File: src/rtl/mtdg_pkg.sv
// Package: types, constants and codes for the tone and note length generator
package mtdg_pkg;

   // field widths
   localparam int unsigned CLK_W   = 25;
   localparam int unsigned TEMPO_W = 10;
   localparam int unsigned FREQ_W  = 14;
   localparam int unsigned NDIV_W  = 8;
   localparam int unsigned HP_W    = 16;
   localparam int unsigned LEN_W   = 16;
   localparam int unsigned TQ_W    = 18;

   // duration prescaler
   localparam int unsigned PRESCALE = 1024;
   localparam int unsigned PRESC_W  = (PRESCALE > 1) ? $clog2(PRESCALE) : 1;

   // serial divider geometry
   localparam int unsigned DVD_W = CLK_W;
   localparam int unsigned DVS_W = FREQ_W;
   localparam int unsigned CNT_W = $clog2(DVD_W);

   // constants
   localparam logic [CLK_W-1:0]   CLOCK_HZ_RST = 25'd16000000;
   localparam logic [TEMPO_W-1:0] TEMPO_RST    = 10'd120;
   localparam logic [TQ_W-1:0]    LEN_BASE     = 18'd240000;
   localparam logic [LEN_W-1:0]   LEN_MAX      = 16'd32767;
   localparam logic [HP_W-1:0]    HP_MAX       = 16'hFFFF;

   // register indexes
   localparam int unsigned CSR_W = 1;
   localparam logic [CSR_W-1:0] CSR_CLOCK_HZ  = 1'b0;
   localparam logic [CSR_W-1:0] CSR_TEMPO_BPM = 1'b1;

   // function codes
   localparam logic FUNC_LOAD = 1'b0;
   localparam logic FUNC_TICK = 1'b1;

   typedef struct packed {
      logic                     func;
      logic [FREQ_W-1:0]        note_freq;
      logic signed [NDIV_W-1:0] note_div;
   } req_word_type;

   typedef struct packed {
      logic buzzer_level;
      logic note_done;
      logic bad_note;
   } rsp_word_type;

   // divider control
   typedef struct packed {
      logic             start;
      logic [DVD_W-1:0] dividend;
      logic [DVS_W-1:0] divisor;
   } div_req_type;

   typedef struct packed {
      logic             done;
      logic [DVD_W-1:0] quotient;
   } div_rsp_type;

   // note setup request into the sequencer
   typedef struct packed {
      logic               valid;
      logic [FREQ_W-1:0]  freq;
      logic [NDIV_W-1:0]  mag;
      logic               dotted;
      logic [CLK_W-1:0]   clock_hz;
      logic [TEMPO_W-1:0] tempo;
   } seq_start_type;

   // limit update from sequencer to timer
   typedef struct packed {
      logic             we;
      logic             hp_we;
      logic [HP_W-1:0]  half_period;
      logic [LEN_W-1:0] length_limit;
   } lim_upd_type;

   // events into the timer
   typedef struct packed {
      logic tick;
      logic load;
      logic load_ok;
      logic tone_req;
   } tmr_cmd_type;

   typedef struct packed {
      logic level;
      logic done;
   } tmr_stat_type;

   typedef enum logic [2:0] {
      SEQ_IDLE,
      SEQ_HP_GO,
      SEQ_HP_WAIT,
      SEQ_TEMPO_GO,
      SEQ_TEMPO_WAIT,
      SEQ_MAG_GO,
      SEQ_MAG_WAIT,
      SEQ_FINISH
   } seq_state_type;

endpackage

File: src/rtl/melody_tone_duration_generator_core.sv
// Top level: handshake, configuration registers, output register and submodules
// Tick words: one per cycle unless busy or stalled by the receiver; result in the
//   cycle after acceptance. Load words: result in the cycle after acceptance; after a
//   load with a nonzero divisor the next word is held off while two divisions (rest) or
//   three (tone) run on the single shared one-bit-per-cycle divider.
// Reset: synchronous, active high; registers return to 16000000 Hz and 120 bpm,
//   level high, no note active.
module melody_tone_duration_generator_core (
   input  logic                          clock,
   input  logic                          reset,
   input  logic                          req_valid,
   output logic                          req_ready,
   input  mtdg_pkg::req_word_type        req_data,
   output logic                          rsp_valid,
   input  logic                          rsp_ready,
   output mtdg_pkg::rsp_word_type        rsp_data,
   input  logic                          csr_we,
   input  logic [mtdg_pkg::CSR_W-1:0]    csr_index,
   input  logic [mtdg_pkg::CLK_W-1:0]    csr_wdata
);

   logic [mtdg_pkg::CLK_W-1:0]   clock_hz_ff, clock_hz_in;
   logic [mtdg_pkg::TEMPO_W-1:0] tempo_bpm_ff, tempo_bpm_in;
   logic                         rsp_valid_ff, rsp_valid_in;
   mtdg_pkg::rsp_word_type       rsp_data_ff, rsp_data_in;

   logic                         busy;
   logic                         accept;
   logic                         div_zero;
   logic [mtdg_pkg::NDIV_W-1:0]  div_bits;
   mtdg_pkg::seq_start_type      seq_start;
   mtdg_pkg::div_req_type        div_req;
   mtdg_pkg::div_rsp_type        div_rsp;
   mtdg_pkg::lim_upd_type        upd;
   mtdg_pkg::tmr_cmd_type        tmr_cmd;
   mtdg_pkg::tmr_stat_type       tmr_stat;

   // configuration writes
   always_comb begin
      clock_hz_in  = clock_hz_ff;
      tempo_bpm_in = tempo_bpm_ff;
      if (csr_we) begin
         case (csr_index)
            mtdg_pkg::CSR_CLOCK_HZ:  clock_hz_in  = csr_wdata;
            mtdg_pkg::CSR_TEMPO_BPM: tempo_bpm_in = csr_wdata[mtdg_pkg::TEMPO_W-1:0];
            default:                 clock_hz_in  = clock_hz_ff;
         endcase
      end
   end

   // input decode
   always_comb begin
      req_ready = !busy && (!rsp_valid_ff || rsp_ready);
      accept    = req_valid && req_ready;
      div_bits  = req_data.note_div;
      div_zero  = div_bits == '0;

      tmr_cmd.tick     = accept && (req_data.func == mtdg_pkg::FUNC_TICK);
      tmr_cmd.load     = accept && (req_data.func == mtdg_pkg::FUNC_LOAD);
      tmr_cmd.load_ok  = !div_zero;
      tmr_cmd.tone_req = req_data.note_freq != '0;

      seq_start.valid    = tmr_cmd.load && !div_zero;
      seq_start.freq     = req_data.note_freq;
      seq_start.dotted   = div_bits[mtdg_pkg::NDIV_W-1];
      seq_start.mag      = div_bits[mtdg_pkg::NDIV_W-1] ? (~div_bits + 1'b1) : div_bits;
      seq_start.clock_hz = clock_hz_ff;
      seq_start.tempo    = tempo_bpm_ff;
   end

   // output register
   always_comb begin
      rsp_valid_in = rsp_valid_ff && !rsp_ready;
      rsp_data_in  = rsp_data_ff;
      if (accept) begin
         rsp_valid_in             = 1'b1;
         rsp_data_in.buzzer_level = tmr_stat.level;
         rsp_data_in.note_done    = tmr_stat.done;
         rsp_data_in.bad_note     = tmr_cmd.load && div_zero;
      end
   end

   always_ff @(posedge clock) begin
      if (reset) begin
         clock_hz_ff  <= mtdg_pkg::CLOCK_HZ_RST;
         tempo_bpm_ff <= mtdg_pkg::TEMPO_RST;
         rsp_valid_ff <= 1'b0;
      end else begin
         clock_hz_ff  <= clock_hz_in;
         tempo_bpm_ff <= tempo_bpm_in;
         rsp_valid_ff <= rsp_valid_in;
      end
   end

   always_ff @(posedge clock) begin
      rsp_data_ff <= rsp_data_in;
   end

   mtdg_div u_div (
      .clock (clock),
      .reset (reset),
      .req   (div_req),
      .rsp   (div_rsp)
   );

   mtdg_seq u_seq (
      .clock   (clock),
      .reset   (reset),
      .start   (seq_start),
      .div_req (div_req),
      .div_rsp (div_rsp),
      .upd     (upd),
      .busy    (busy)
   );

   mtdg_timer u_timer (
      .clock (clock),
      .reset (reset),
      .cmd   (tmr_cmd),
      .upd   (upd),
      .stat  (tmr_stat)
   );

   assign rsp_valid = rsp_valid_ff;
   assign rsp_data  = rsp_data_ff;

endmodule

File: src/rtl/mtdg_div.sv
// Bit-serial restoring divider, one quotient bit per cycle
module mtdg_div (
   input  logic                 clock,
   input  logic                 reset,
   input  mtdg_pkg::div_req_type req,
   output mtdg_pkg::div_rsp_type rsp
);

   logic                          run_ff, run_in;
   logic                          done_ff, done_in;
   logic [mtdg_pkg::CNT_W-1:0]    cnt_ff, cnt_in;
   logic [mtdg_pkg::DVS_W-1:0]    rem_ff, rem_in;
   logic [mtdg_pkg::DVD_W-1:0]    quo_ff, quo_in;
   logic [mtdg_pkg::DVS_W-1:0]    dvs_ff, dvs_in;
   logic [mtdg_pkg::DVS_W:0]      trial;
   logic [mtdg_pkg::DVS_W:0]      diff;
   logic                          ge;

   // one restoring step: shift in the next dividend bit, try a subtract
   always_comb begin
      trial = {rem_ff, quo_ff[mtdg_pkg::DVD_W-1]};
      diff  = trial - {1'b0, dvs_ff};
      ge    = trial >= {1'b0, dvs_ff};
   end

   always_comb begin
      run_in  = run_ff;
      done_in = 1'b0;
      cnt_in  = cnt_ff;
      rem_in  = rem_ff;
      quo_in  = quo_ff;
      dvs_in  = dvs_ff;
      if (req.start) begin
         run_in = 1'b1;
         cnt_in = '0;
         rem_in = '0;
         quo_in = req.dividend;
         dvs_in = req.divisor;
      end else if (run_ff) begin
         rem_in = ge ? diff[mtdg_pkg::DVS_W-1:0] : trial[mtdg_pkg::DVS_W-1:0];
         quo_in = {quo_ff[mtdg_pkg::DVD_W-2:0], ge};
         cnt_in = cnt_ff + 1'b1;
         if (cnt_ff == mtdg_pkg::CNT_W'(mtdg_pkg::DVD_W - 1)) begin
            run_in  = 1'b0;
            done_in = 1'b1;
         end
      end
   end

   // control registers
   always_ff @(posedge clock) begin
      if (reset) begin
         run_ff  <= 1'b0;
         done_ff <= 1'b0;
         cnt_ff  <= '0;
      end else begin
         run_ff  <= run_in;
         done_ff <= done_in;
         cnt_ff  <= cnt_in;
      end
   end

   // datapath shift registers
   always_ff @(posedge clock) begin
      rem_ff <= rem_in;
      quo_ff <= quo_in;
      dvs_ff <= dvs_in;
   end

   assign rsp.done     = done_ff;
   assign rsp.quotient = quo_ff;

endmodule

File: src/rtl/mtdg_seq.sv
// Note setup sequencer: runs half period and note length divisions on the shared divider
module mtdg_seq (
   input  logic                   clock,
   input  logic                   reset,
   input  mtdg_pkg::seq_start_type start,
   output mtdg_pkg::div_req_type   div_req,
   input  mtdg_pkg::div_rsp_type   div_rsp,
   output mtdg_pkg::lim_upd_type   upd,
   output logic                    busy
);

   mtdg_pkg::seq_state_type state_ff, state_in;

   logic [mtdg_pkg::FREQ_W-1:0]  freq_ff, freq_in;
   logic [mtdg_pkg::NDIV_W-1:0]  mag_ff, mag_in;
   logic                         neg_ff, neg_in;
   logic [mtdg_pkg::CLK_W-1:0]   clk_ff, clk_in;
   logic [mtdg_pkg::TEMPO_W-1:0] tempo_ff, tempo_in;
   logic [mtdg_pkg::TQ_W-1:0]    tq_ff, tq_in;
   logic [mtdg_pkg::HP_W-1:0]    hp_ff, hp_in;
   logic [mtdg_pkg::LEN_W-1:0]   len_ff, len_in;

   logic [mtdg_pkg::DVD_W-2:0]   q_half;
   logic [mtdg_pkg::HP_W-1:0]    hp_sat;
   logic [mtdg_pkg::LEN_W-1:0]   len_sat;
   logic [mtdg_pkg::LEN_W:0]     dot_sum;
   logic [mtdg_pkg::LEN_W-1:0]   dot_len;
   logic [mtdg_pkg::LEN_W-1:0]   scaled;

   // next state
   always_comb begin
      state_in = state_ff;
      case (state_ff)
         mtdg_pkg::SEQ_IDLE: begin
            if (start.valid) begin
               state_in = (start.freq != '0) ? mtdg_pkg::SEQ_HP_GO : mtdg_pkg::SEQ_TEMPO_GO;
            end
         end
         mtdg_pkg::SEQ_HP_GO:      state_in = mtdg_pkg::SEQ_HP_WAIT;
         mtdg_pkg::SEQ_HP_WAIT: begin
            if (div_rsp.done) state_in = mtdg_pkg::SEQ_TEMPO_GO;
         end
         mtdg_pkg::SEQ_TEMPO_GO:   state_in = mtdg_pkg::SEQ_TEMPO_WAIT;
         mtdg_pkg::SEQ_TEMPO_WAIT: begin
            if (div_rsp.done) state_in = mtdg_pkg::SEQ_MAG_GO;
         end
         mtdg_pkg::SEQ_MAG_GO:     state_in = mtdg_pkg::SEQ_MAG_WAIT;
         mtdg_pkg::SEQ_MAG_WAIT: begin
            if (div_rsp.done) state_in = mtdg_pkg::SEQ_FINISH;
         end
         mtdg_pkg::SEQ_FINISH:     state_in = mtdg_pkg::SEQ_IDLE;
         default:                  state_in = mtdg_pkg::SEQ_IDLE;
      endcase
   end

   // divider requests and limit update
   always_comb begin
      div_req   = '0;
      upd.we    = 1'b0;
      upd.hp_we = 1'b0;
      case (state_ff)
         mtdg_pkg::SEQ_HP_GO: begin
            div_req.start    = 1'b1;
            div_req.dividend = clk_ff;
            div_req.divisor  = freq_ff;
         end
         mtdg_pkg::SEQ_TEMPO_GO: begin
            div_req.start    = 1'b1;
            div_req.dividend = mtdg_pkg::DVD_W'(mtdg_pkg::LEN_BASE);
            div_req.divisor  = mtdg_pkg::DVS_W'(tempo_ff);
         end
         mtdg_pkg::SEQ_MAG_GO: begin
            div_req.start    = 1'b1;
            div_req.dividend = mtdg_pkg::DVD_W'(tq_ff);
            div_req.divisor  = mtdg_pkg::DVS_W'(mag_ff);
         end
         mtdg_pkg::SEQ_FINISH: begin
            upd.we    = 1'b1;
            upd.hp_we = freq_ff != '0;
         end
         default: begin
            div_req = '0;
         end
      endcase
   end

   // saturation and length scaling
   always_comb begin
      q_half  = div_rsp.quotient[mtdg_pkg::DVD_W-1:1];
      hp_sat  = (q_half[mtdg_pkg::DVD_W-2:mtdg_pkg::HP_W] != '0) ? mtdg_pkg::HP_MAX
                                                               : q_half[mtdg_pkg::HP_W-1:0];
      // length doubled, clipped to 15 bits
      len_sat = (div_rsp.quotient[mtdg_pkg::DVD_W-1:mtdg_pkg::LEN_W-2] != '0)
                ? mtdg_pkg::LEN_MAX
                : {div_rsp.quotient[mtdg_pkg::LEN_W-2:0], 1'b0};
      // dotted: times 3/2, clipped again
      dot_sum = {1'b0, len_ff} + {2'b00, len_ff[mtdg_pkg::LEN_W-1:1]};
      if (!neg_ff) begin
         dot_len = len_ff;
      end else if (dot_sum > {1'b0, mtdg_pkg::LEN_MAX}) begin
         dot_len = mtdg_pkg::LEN_MAX;
      end else begin
         dot_len = dot_sum[mtdg_pkg::LEN_W-1:0];
      end
      scaled = dot_len - (dot_len >> 5) + (dot_len >> 7);
   end

   // data register next values
   always_comb begin
      freq_in  = freq_ff;
      mag_in   = mag_ff;
      neg_in   = neg_ff;
      clk_in   = clk_ff;
      tempo_in = tempo_ff;
      tq_in    = tq_ff;
      hp_in    = hp_ff;
      len_in   = len_ff;
      if (state_ff == mtdg_pkg::SEQ_IDLE && start.valid) begin
         freq_in  = start.freq;
         mag_in   = start.mag;
         neg_in   = start.dotted;
         clk_in   = start.clock_hz;
         tempo_in = (start.tempo == '0) ? mtdg_pkg::TEMPO_W'(1) : start.tempo;
      end
      if (state_ff == mtdg_pkg::SEQ_HP_WAIT && div_rsp.done) begin
         hp_in = hp_sat;
      end
      if (state_ff == mtdg_pkg::SEQ_TEMPO_WAIT && div_rsp.done) begin
         tq_in = div_rsp.quotient[mtdg_pkg::TQ_W-1:0];
      end
      if (state_ff == mtdg_pkg::SEQ_MAG_WAIT && div_rsp.done) begin
         len_in = len_sat;
      end
   end

   always_ff @(posedge clock) begin
      if (reset) begin
         state_ff <= mtdg_pkg::SEQ_IDLE;
      end else begin
         state_ff <= state_in;
      end
   end

   always_ff @(posedge clock) begin
      freq_ff  <= freq_in;
      mag_ff   <= mag_in;
      neg_ff   <= neg_in;
      clk_ff   <= clk_in;
      tempo_ff <= tempo_in;
      tq_ff    <= tq_in;
      hp_ff    <= hp_in;
      len_ff   <= len_in;
   end

   assign upd.half_period  = hp_ff;
   assign upd.length_limit = scaled;
   assign busy             = state_ff != mtdg_pkg::SEQ_IDLE;

endmodule

File: src/rtl/mtdg_timer.sv
// Tone and note length timer: square wave counter, prescaler and length counter
module mtdg_timer (
   input  logic                  clock,
   input  logic                  reset,
   input  mtdg_pkg::tmr_cmd_type  cmd,
   input  mtdg_pkg::lim_upd_type  upd,
   output mtdg_pkg::tmr_stat_type stat
);

   logic [mtdg_pkg::HP_W-1:0]    hp_ff, hp_in;
   logic [mtdg_pkg::HP_W-1:0]    tone_cnt_ff, tone_cnt_in;
   logic                         level_ff, level_in;
   logic                         tone_on_ff, tone_on_in;
   logic [mtdg_pkg::PRESC_W-1:0] presc_ff, presc_in;
   logic [mtdg_pkg::LEN_W-1:0]   lim_ff, lim_in;
   logic [mtdg_pkg::LEN_W-1:0]   len_cnt_ff, len_cnt_in;
   logic                         active_ff, active_in;
   logic                         done;
   logic [mtdg_pkg::HP_W-1:0]    hp_eff;
   logic [mtdg_pkg::HP_W:0]      tone_nxt;
   logic [mtdg_pkg::LEN_W-1:0]   len_nxt;

   always_comb begin
      hp_eff   = (hp_ff == '0) ? mtdg_pkg::HP_W'(1) : hp_ff;
      tone_nxt = {1'b0, tone_cnt_ff} + 1'b1;
      len_nxt  = len_cnt_ff + 1'b1;
   end

   // state update on loads, ticks and limit writes
   always_comb begin
      hp_in       = hp_ff;
      tone_cnt_in = tone_cnt_ff;
      level_in    = level_ff;
      tone_on_in  = tone_on_ff;
      presc_in    = presc_ff;
      lim_in      = lim_ff;
      len_cnt_in  = len_cnt_ff;
      active_in   = active_ff;
      done        = 1'b0;
      if (upd.we) begin
         lim_in = upd.length_limit;
         if (upd.hp_we) hp_in = upd.half_period;
      end
      if (cmd.load) begin
         tone_cnt_in = '0;
         presc_in    = '0;
         len_cnt_in  = '0;
         active_in   = cmd.load_ok;
         tone_on_in  = cmd.load_ok && cmd.tone_req;
      end else if (cmd.tick && active_ff) begin
         // tone half period
         if (tone_on_ff) begin
            if (tone_nxt >= {1'b0, hp_eff}) begin
               tone_cnt_in = '0;
               level_in    = !level_ff;
            end else begin
               tone_cnt_in = tone_nxt[mtdg_pkg::HP_W-1:0];
            end
         end
         // prescaled note length
         if (presc_ff >= mtdg_pkg::PRESC_W'(mtdg_pkg::PRESCALE - 1)) begin
            presc_in   = '0;
            len_cnt_in = len_nxt;
            if (len_nxt >= lim_ff) begin
               done       = 1'b1;
               active_in  = 1'b0;
               tone_on_in = 1'b0;
            end
         end else begin
            presc_in = presc_ff + 1'b1;
         end
      end
   end

   always_ff @(posedge clock) begin
      if (reset) begin
         hp_ff       <= '0;
         tone_cnt_ff <= '0;
         level_ff    <= 1'b1;
         tone_on_ff  <= 1'b0;
         presc_ff    <= '0;
         lim_ff      <= '0;
         len_cnt_ff  <= '0;
         active_ff   <= 1'b0;
      end else begin
         hp_ff       <= hp_in;
         tone_cnt_ff <= tone_cnt_in;
         level_ff    <= level_in;
         tone_on_ff  <= tone_on_in;
         presc_ff    <= presc_in;
         lim_ff      <= lim_in;
         len_cnt_ff  <= len_cnt_in;
         active_ff   <= active_in;
      end
   end

   assign stat.level = level_in;
   assign stat.done  = done;

endmodule

File: config.mk
export PLATFORM = sky130hd
export DESIGN_NAME = melody_tone_duration_generator_core
export DESIGN_NICKNAME = d
export VERILOG_FILES = /design/src/rtl/mtdg_pkg.sv /design/src/rtl/melody_tone_duration_generator_core.sv /design/src/rtl/mtdg_div.sv /design/src/rtl/mtdg_seq.sv /design/src/rtl/mtdg_timer.sv
export SDC_FILE = /design/constraint.sdc
export NUM_CORES = 1
export LEC_CHECK = 0
export BUFFER_PORTS_ARGS = -buffer_cell sky130_fd_sc_hd__buf_4
export CELL_PAD_IN_SITES_DETAIL_PLACEMENT = 1
export CELL_PAD_IN_SITES_GLOBAL_PLACEMENT = 1
export CORE_ASPECT_RATIO = 1.2
export CORE_MARGIN = 2
export CORE_UTILIZATION = 53
export CTS_CLUSTER_DIAMETER = 60
export DETAILED_ROUTE_END_ITERATION = 8
export PLACE_DENSITY = 0.84
export SETUP_SLACK_MARGIN = 0.4
export SYNTH_ARGS = -nofsm -noshare
export SYNTH_HDL_FRONTEND = slang
export SYNTH_HIERARCHICAL = 1
export SYNTH_SLANG_ARGS = --single-unit
File: constraint.sdc
create_clock -name clock -period 9.5 [get_ports clock]
set_input_delay 1.425 -clock clock [delete_from_list [all_inputs] [get_ports clock]]
set_output_delay 1.425 -clock clock [all_outputs]
set_load 0.03 [all_outputs]
# Word-level counts from Yosys, hierarchy flattened
# Cells that the tools add are included.
# word_totals
ff_bits	287
latchBits	0
ram_bits	0
rom_bits	0
input_bits	54
mem_count	0
# classes
add_sub_neg	9
n_mul	0
div	0
order_cmp	5
eq_ne	12
shifts	0
n_mux	33
bitwise_logic	6
reduce_logical	43
# op_table
op	count
one-hot mux 40 bit (3 select lines)	1
2-to-1 mux 16 bit	4
2-to-1 mux 25 bit	2
nonzero test 14 bit	2
one-hot mux 3 bit (8 select lines)	1
adder 16 x 1 -> 17 bit (second input constant)	1
adder 16 x 15 -> 17 bit	1
greater-or-equal comparator 17 x 16 -> 1 bit	1
> comparator 17 x 15 -> 1 bit (second input constant)	1
adder 16 x 1 -> 16 bit (second input constant)	1
adder 16 x 9 -> 16 bit	1
greater-or-equal comparator 16 bit	1
zero test 16 bit	1
2-to-1 mux 1 bit	16
subtractor 16 x 11 -> 16 bit	1
greater-or-equal comparator 15 x 14 -> 1 bit	1
2-to-1 mux 14 bit	1
subtractor 14 bit	1
logical AND 1 bit	13
== test 3 bit (second input constant)	4
2-to-1 mux 3 bit	4
nonzero test 11 bit	1
adder 10 x 1 -> 10 bit (second input constant)	1
greater-or-equal comparator 10 bit (second input constant)	1
other kinds (25)	46

# Depth between registers and ports, before layout
# depth
ltp_word	8
depth_mapped	30

# Modules after synthesis
# Netlist, hierarchy kept.
# modules_own_cells
mod	instances	cells_per_inst	area_each_um2
mtdg_seq	1	542	6318.6
mtdg_timer	1	519	4351.7
mtdg_div	1	270	3138.0
melody_tone_duration_generator_core	1	196	1576.5

# Least setup slack after synthesis
# OpenSTA, ideal clock, no wires.
# synth_timing
kind	register to register
from	register u_seq/len_ff[3] in the netlist's numbering
to	register u_timer/lim_ff[15] in the netlist's numbering
setup_ps	128
arrival_ps	5604
t_required_ps	9372
setup_slack_ps	3768
path_stages_with_launch	28
period_less_slack_ps	5732
path_cell_list	edfxtp_1 > ha_1 > a21oi_2 > o22ai_1 > or4_4 > a31oi_2 > mux2i_1 > or2_1 > clkbuf_1 > buf_2 > inv_2 > nand2_1 > o21ai_0 > fa_1 > inv_1 > ha_1 > a21oi_1 > o21ai_1 > nor4_1 > o21a_1 > nor2_1 > a311o_1 > maj3_2 > a21oi_2 > mux2i_1 > xnor2_1 > mux2i_1 > nor2_1
# synth_rtl
element	line	rtl
start: declaration	mtdg_seq.sv:21	logic [mtdg_pkg::LEN_W-1:0] len_ff, len_in;
start signal: assignment	mtdg_seq.sv:152	len_ff <= len_in;
end signal: assignment	mtdg_timer.sv:91	lim_ff <= lim_in;
end: declaration	mtdg_timer.sv:15	logic [mtdg_pkg::LEN_W-1:0] lim_ff, lim_in;

==> tab_implementation.tex <==
\begin{tabular}{lr}
\hline
Metric & Value \\
\hline
\multicolumn{2}{l}{\textbf{Logic synthesis}} \\
\quad Number of flops mapped to enable cells by yosys & 150 \\
\quad Synthesized area per cell & 10.1 sq um \\
\quad Synthesized net count & 1,674 \\
\quad Mux share of post-synthesis cell area & 0.0528 \\
\quad Number of different library cells in the post-synthesis netlist & 101 \\
\quad Yosys reg bits & 287 \\
\quad Main combinational cell family by area after synthesis & simple AND/OR/NAND/NOR gates \\
\quad Mapped Area & 15,400 sq um \\
\quad Share of synthesized cell area in full adder, half adder and majority cells & 0.0795 \\
\quad Share of the synthesized netlist area taken by xor and xnor gates & 0.0541 \\
\quad Post-synthesis share of cell area spent on and, or, nand and nor gates & 0.181 \\
\quad Sequential-to-total area share from yosys stat & 0.471 \\
\quad Number of warnings printed during yosys synthesis & 6 \\
\quad Number of cells produced by synthesis & 1,527 \\
\quad Most common flop cell mapped by yosys & edfxtp\_1 \\
\quad Compound-gate portion of the synthesized area & 0.117 \\
\quad Post-synth ARST share & 0 \\
\multicolumn{2}{l}{\textbf{Critical path}} \\
\quad Dominant delay contributor by cell family on the critical path & compound AO/OA/AOI/OAI gates \\
\quad Crit path buf inv count & 1 \\
\quad Worst R2R Setup Slack & 2.90 ns \\
\quad Required time of the worst setup path & 9.87 ns \\
\quad CP startpoint & u\_seq/len\_ff[2] \\
\quad Worst R2R Path Depth & 23 \\
\quad Kind of start point of the critical path & register \\
\quad Worst stage delay on the critical path & 0.63 ns \\
\quad Critical Path Sink Type & register \\
\quad Reg2Reg Capture Point & u\_timer/lim\_ff[15] \\
\quad Startpoint of the lowest-slack register-to-register path & u\_seq/len\_ff[2] \\
\quad Most Frequent Cell on Critical Path & mux2i\_1 \\
\quad Maximum fanout along the worst path & 14 \\
\quad Worst setup path category & reg -> reg \\
\quad Crit path cell chain & ha\_1 -> a21oi\_2 -> o22ai\_1 -> or4\_4 -> a31oi\_2 -> mux2i\_1 -> or2\_1 -> o22ai\_2 -> fa\_1 -> inv\_1 -> ha\_1 -> a21oi\_1 -> o21ai\_1 -> nor4\_1 -> o21a\_1 -> nor2\_1 -> a311o\_1 -> maj3\_2 -> a21oi\_2 -> mux2i\_1 -> xnor2\_1 -> mux2i\_1 -> nor2\_1 \\
\quad CP max stage cell & fa\_1 \\
\quad Arr. time, crit path & 6.97 ns \\
\multicolumn{2}{l}{\textbf{Clock network}} \\
\quad CTS Root Buffer Type & clkbuf\_16 \\
\quad Register clock-pin slew on the reported worst setup and hold paths & 0.06 ns \\
\quad Hold-fix buffers at CTS & 0 \\
\quad \# resized after CTS & 0 \\
\quad Clock buffer depth & 3 \\
\quad Clock tree sinks & 287 \\
\quad CTS tree & done \\
\quad Clock latency reported for the late side of the worst-skew pair & 0.55 ns \\
\quad Post-CTS setup buffers & 0 \\
\quad Number of clock buffers inserted by TritonCTS & 35 \\
\quad H-tree levels & 2 \\
\multicolumn{2}{l}{\textbf{STA}} \\
\quad Final hold violation count & 0 \\
\quad Time the final worst path needs with I/O delays and setup & 6.60 ns \\
\quad Setup repair after global routing missed its margin & no \\
\quad Count of pins over their slew limit & 0 \\
\quad Post-route clock skew & 0.0486 ns \\
\quad Period Utilization, post-route & 0.695 \\
\quad Measured slew at the worst slew-check pin & 1.25 ns \\
\quad Slew margin rel. & 0.166 \\
\quad Achievable clock frequency & 151 MHz \\
\quad Finish-stage setup viols & 0 \\
\quad Final sum of negative setup slack & 0 ns \\
\multicolumn{2}{l}{\textbf{GRT}} \\
\quad Via count of the first global-routing pass & 12,400 \\
\quad First-pass GRT wire length & 66,700 microns \\
\quad Pin count of the biggest net entering global routing & 59 \\
\quad Antenna violations before repair & 0 \\
\quad GR Util All Layers & 0.277 \\
\quad Aggregate global routing overflow & 0 \\
\multicolumn{2}{l}{\textbf{Placed design}} \\
\quad Total placed instance area & 16,100 sq um \\
\quad Half-perimeter wire length of the detailed placement result & 28,700 microns \\
\quad Total of buffers placed on input and output ports & 58 \\
\quad Routability cong. & 0.897 \\
\quad Number of placed instances with taps included & 1,910 \\
\multicolumn{2}{l}{\textbf{Final layout}} \\
\quad Area taken by multi-input logic gates & 7470 sq um \\
\quad Share of layout cells above drive strength 1 & 0.147 \\
\quad Flip-flop and latch area & 7250 sq um \\
\quad Fill cells & 3,140 \\
\quad Synthesis-to-finish area growth & 11.8\% \\
\quad Non-Filler Instances & 1,974 \\
\quad Layout Cell Area excl Fill & 17,200 sq um \\
\quad Total inserted antenna cells & 0 \\
\quad Number of nets in the finished design & 1,709 \\
\multicolumn{2}{l}{\textbf{Hold path}} \\
\quad Worst hold path stage count & 0 \\
\quad Destination of the worst hold path & u\_seq/clk\_ff[18] \\
\quad Min-delay worst type & reg -> reg \\
\quad Beginning of the worst hold path & clock\_hz\_ff[18] \\
\multicolumn{2}{l}{\textbf{Detailed routing}} \\
\quad Final Routed Wirelength & 41,800 microns \\
\quad TritonRoute pass-1 iters & 5 \\
\quad Routed Antenna Nets & 0 \\
\quad Number of DRC markers after the initial detailed-route iteration & 600 \\
\quad Remaining design rule violation count & 0 \\
\quad Via-per-instance ratio & 5.85 \\
\quad Routed length per placed instance & 21.2 microns \\
\quad Count of vias placed by the detailed router & 11,500 \\
\multicolumn{2}{l}{\textbf{Floorplanning}} \\
\quad Core area & 28,700 sq um \\
\quad Standard-cell rows & 68 \\
\quad Die Y-Extent & 191 microns \\
\quad Die ar. & 30,400 sq um \\
\quad X dimension of the die & 160 microns \\
\quad I/O Pins & 59 \\
\quad Starting utilization of the core area & 0.537 \\
\multicolumn{2}{l}{\textbf{Outcome}} \\
\quad Status & complete, no violations \\
\multicolumn{2}{l}{\textbf{Power}} \\
\quad Cell Pwr Density & 188 nW/um\^{}2 \\
\quad Power after layout & 3230 uW \\
\quad Leak Pwr & 0.00634 uW \\
\quad IR drop worst, VDD & 0.000125 V \\
\multicolumn{2}{l}{\textbf{Job}} \\
\quad Maxcap violations & 0 \\
\hline
\end{tabular}
-- worst register-to-register path, delay by kind of cell, from the launching register on --
| kind | cells | cell delay, ns |
|---|---|---|
| AOI/OAI and AO/OA | 9 | 1.92 |
| xor gates and xnor gates | 1 | 0.09 |
| adders and majority gates | 4 | 1.61 |
| buffers and inverters | 1 | 0.06 |
| DFF | 1 | 0.50 |
| muxes | 3 | 0.86 |
| and+or+nand+nor | 5 | 1.39 |
-- worst max-delay path by stage --
stage | endpoint | slack [ns] | depth (start not counted)
2_1_floorplan | u_timer/lim_ff[15] | 3.77 | 27
3_3_place_gp | u_timer/lim_ff[15] | 3.31 | 23
3_5_place_dp | u_timer/lim_ff[15] | 3.07 | 23
4_1_cts | u_timer/lim_ff[15] | 2.94 | 23
5_1_grt | u_timer/lim_ff[15] | 2.57 | 23
6_report | u_timer/lim_ff[15] | 2.90 | 23
-- cell type report --
| class | instances | area share |
|---|---|---|
| multi-input combinational | 1076 | 0.434 |
| sequential | 287 | 0.421 |
| clock buffer | 46 | 0.0557 |
| timing repair buffer | 73 | 0.0319 |
| tap | 385 | 0.0280 |
| inverter | 89 | 0.0194 |
| clock inverter | 18 | 0.00960 |
-- per-layer routing --
metal	GRT usage	up-vias	wire (microns)	part of all wire
li1	-	5458	-	-
met5	0	-	0	0
met1	0.297	5733	16000	0.38
met4	0.140	0	2050	0.049
met2	0.529	245	22400	0.54
met3	0.0400	113	1360	0.033
-- metrics by stage --
stage | util | setup slack, ns | hold slack (ns)
detailed placement | 0.561 | 3.07 | 0.416
CTS | 0.600 | 2.94 | 0.432
global placement | 0.561 | 3.31 | 0.413
floorplan | - | 3.77 | 0.408
global route | 0.600 | 2.57 | 0.444
finish | 0.600 | 2.90 | 0.429
-- synth_stat cells (21+ instances only) --
cell | instances | share of area
nand2b_1 | 21 | 0.0085
and2_1 | 25 | 0.010
xnor2_1 | 54 | 0.031
or2_2 | 32 | 0.013
ha_1 | 88 | 0.072
mux2_2 | 25 | 0.018
mux2i_1 | 53 | 0.034
o21ai_0 | 35 | 0.011
nand3_1 | 21 | 0.0068
xor2_1 | 41 | 0.023
nand4_1 | 23 | 0.0094
nand2_1 | 197 | 0.048
edfxtp_1 | 150 | 0.29
dfxtp_1 | 137 | 0.18
inv_1 | 87 | 0.021
nor2_1 | 119 | 0.029
clkbuf_1 | 54 | 0.013
a21oi_1 | 84 | 0.027
-- power breakdown --
part,internal [uW],leakage (uW),switching [uW]
clock network,772,0.000551,538
logic,206,0.00341,282
registers,1380,0.00238,54.2
total,2350,0.00634,874
-- registers in the layout, indices dropped and copies added, names as in the netlist, 3 cells and up --
| name | flops |
|---|---|
| clock_hz_ff | 25 |
| u_div/quo_ff | 25 |
| u_seq/clk_ff | 25 |
| u_seq/tq_ff | 18 |
| u_seq/hp_ff | 16 |
| u_seq/len_ff | 16 |
| u_timer/hp_ff | 16 |
| u_timer/len_cnt_ff | 16 |
| u_timer/lim_ff | 16 |
| u_timer/tone_cnt_ff | 16 |
| u_div/dvs_ff | 14 |
| u_div/rem_ff | 14 |
| u_seq/freq_ff | 14 |
| tempo_bpm_ff | 10 |
| u_seq/tempo_ff | 10 |
| u_timer/presc_ff | 10 |
| u_seq/mag_ff | 8 |
| u_div/cnt_ff | 5 |
| rsp_data | 3 |
| u_seq/state_ff | 3 |
-- layout by cell type (no fill, tap or decap), types with 8 or more instances in the layout --
cell type and instances:
nand2_1 197, edfxtp_1 150, dfxtp_1 137, nor2_1 118
ha_1 88, inv_1 87, a21oi_1 84, buf_4 73
xnor2_1 54, mux2i_1 53, xor2_1 41, clkbuf_16 36
o21ai_0 35, or2_2 32, mux2_2 25, and2_1 24
nand4_1 23, nand2b_1 21, nand3_1 21, nor4_1 18
nor2b_1 17, and3_1 15, nor3_1 15, a21o_1 13
a211oi_1 13, nand3b_1 12, o22ai_1 9, clkinv_2 8
clkbuf_1 8
-- cells by family after synthesis --
group,after synthesis
flip-flops,287
AND/OR/NAND/NOR,557
other,1
XOR/XNOR,95
buffers and inverters,164
adder cells (fa/ha/maj),95
AO/OA/AOI/OAI,250
multiplexers,78
(Power assumes the default switching activity.)
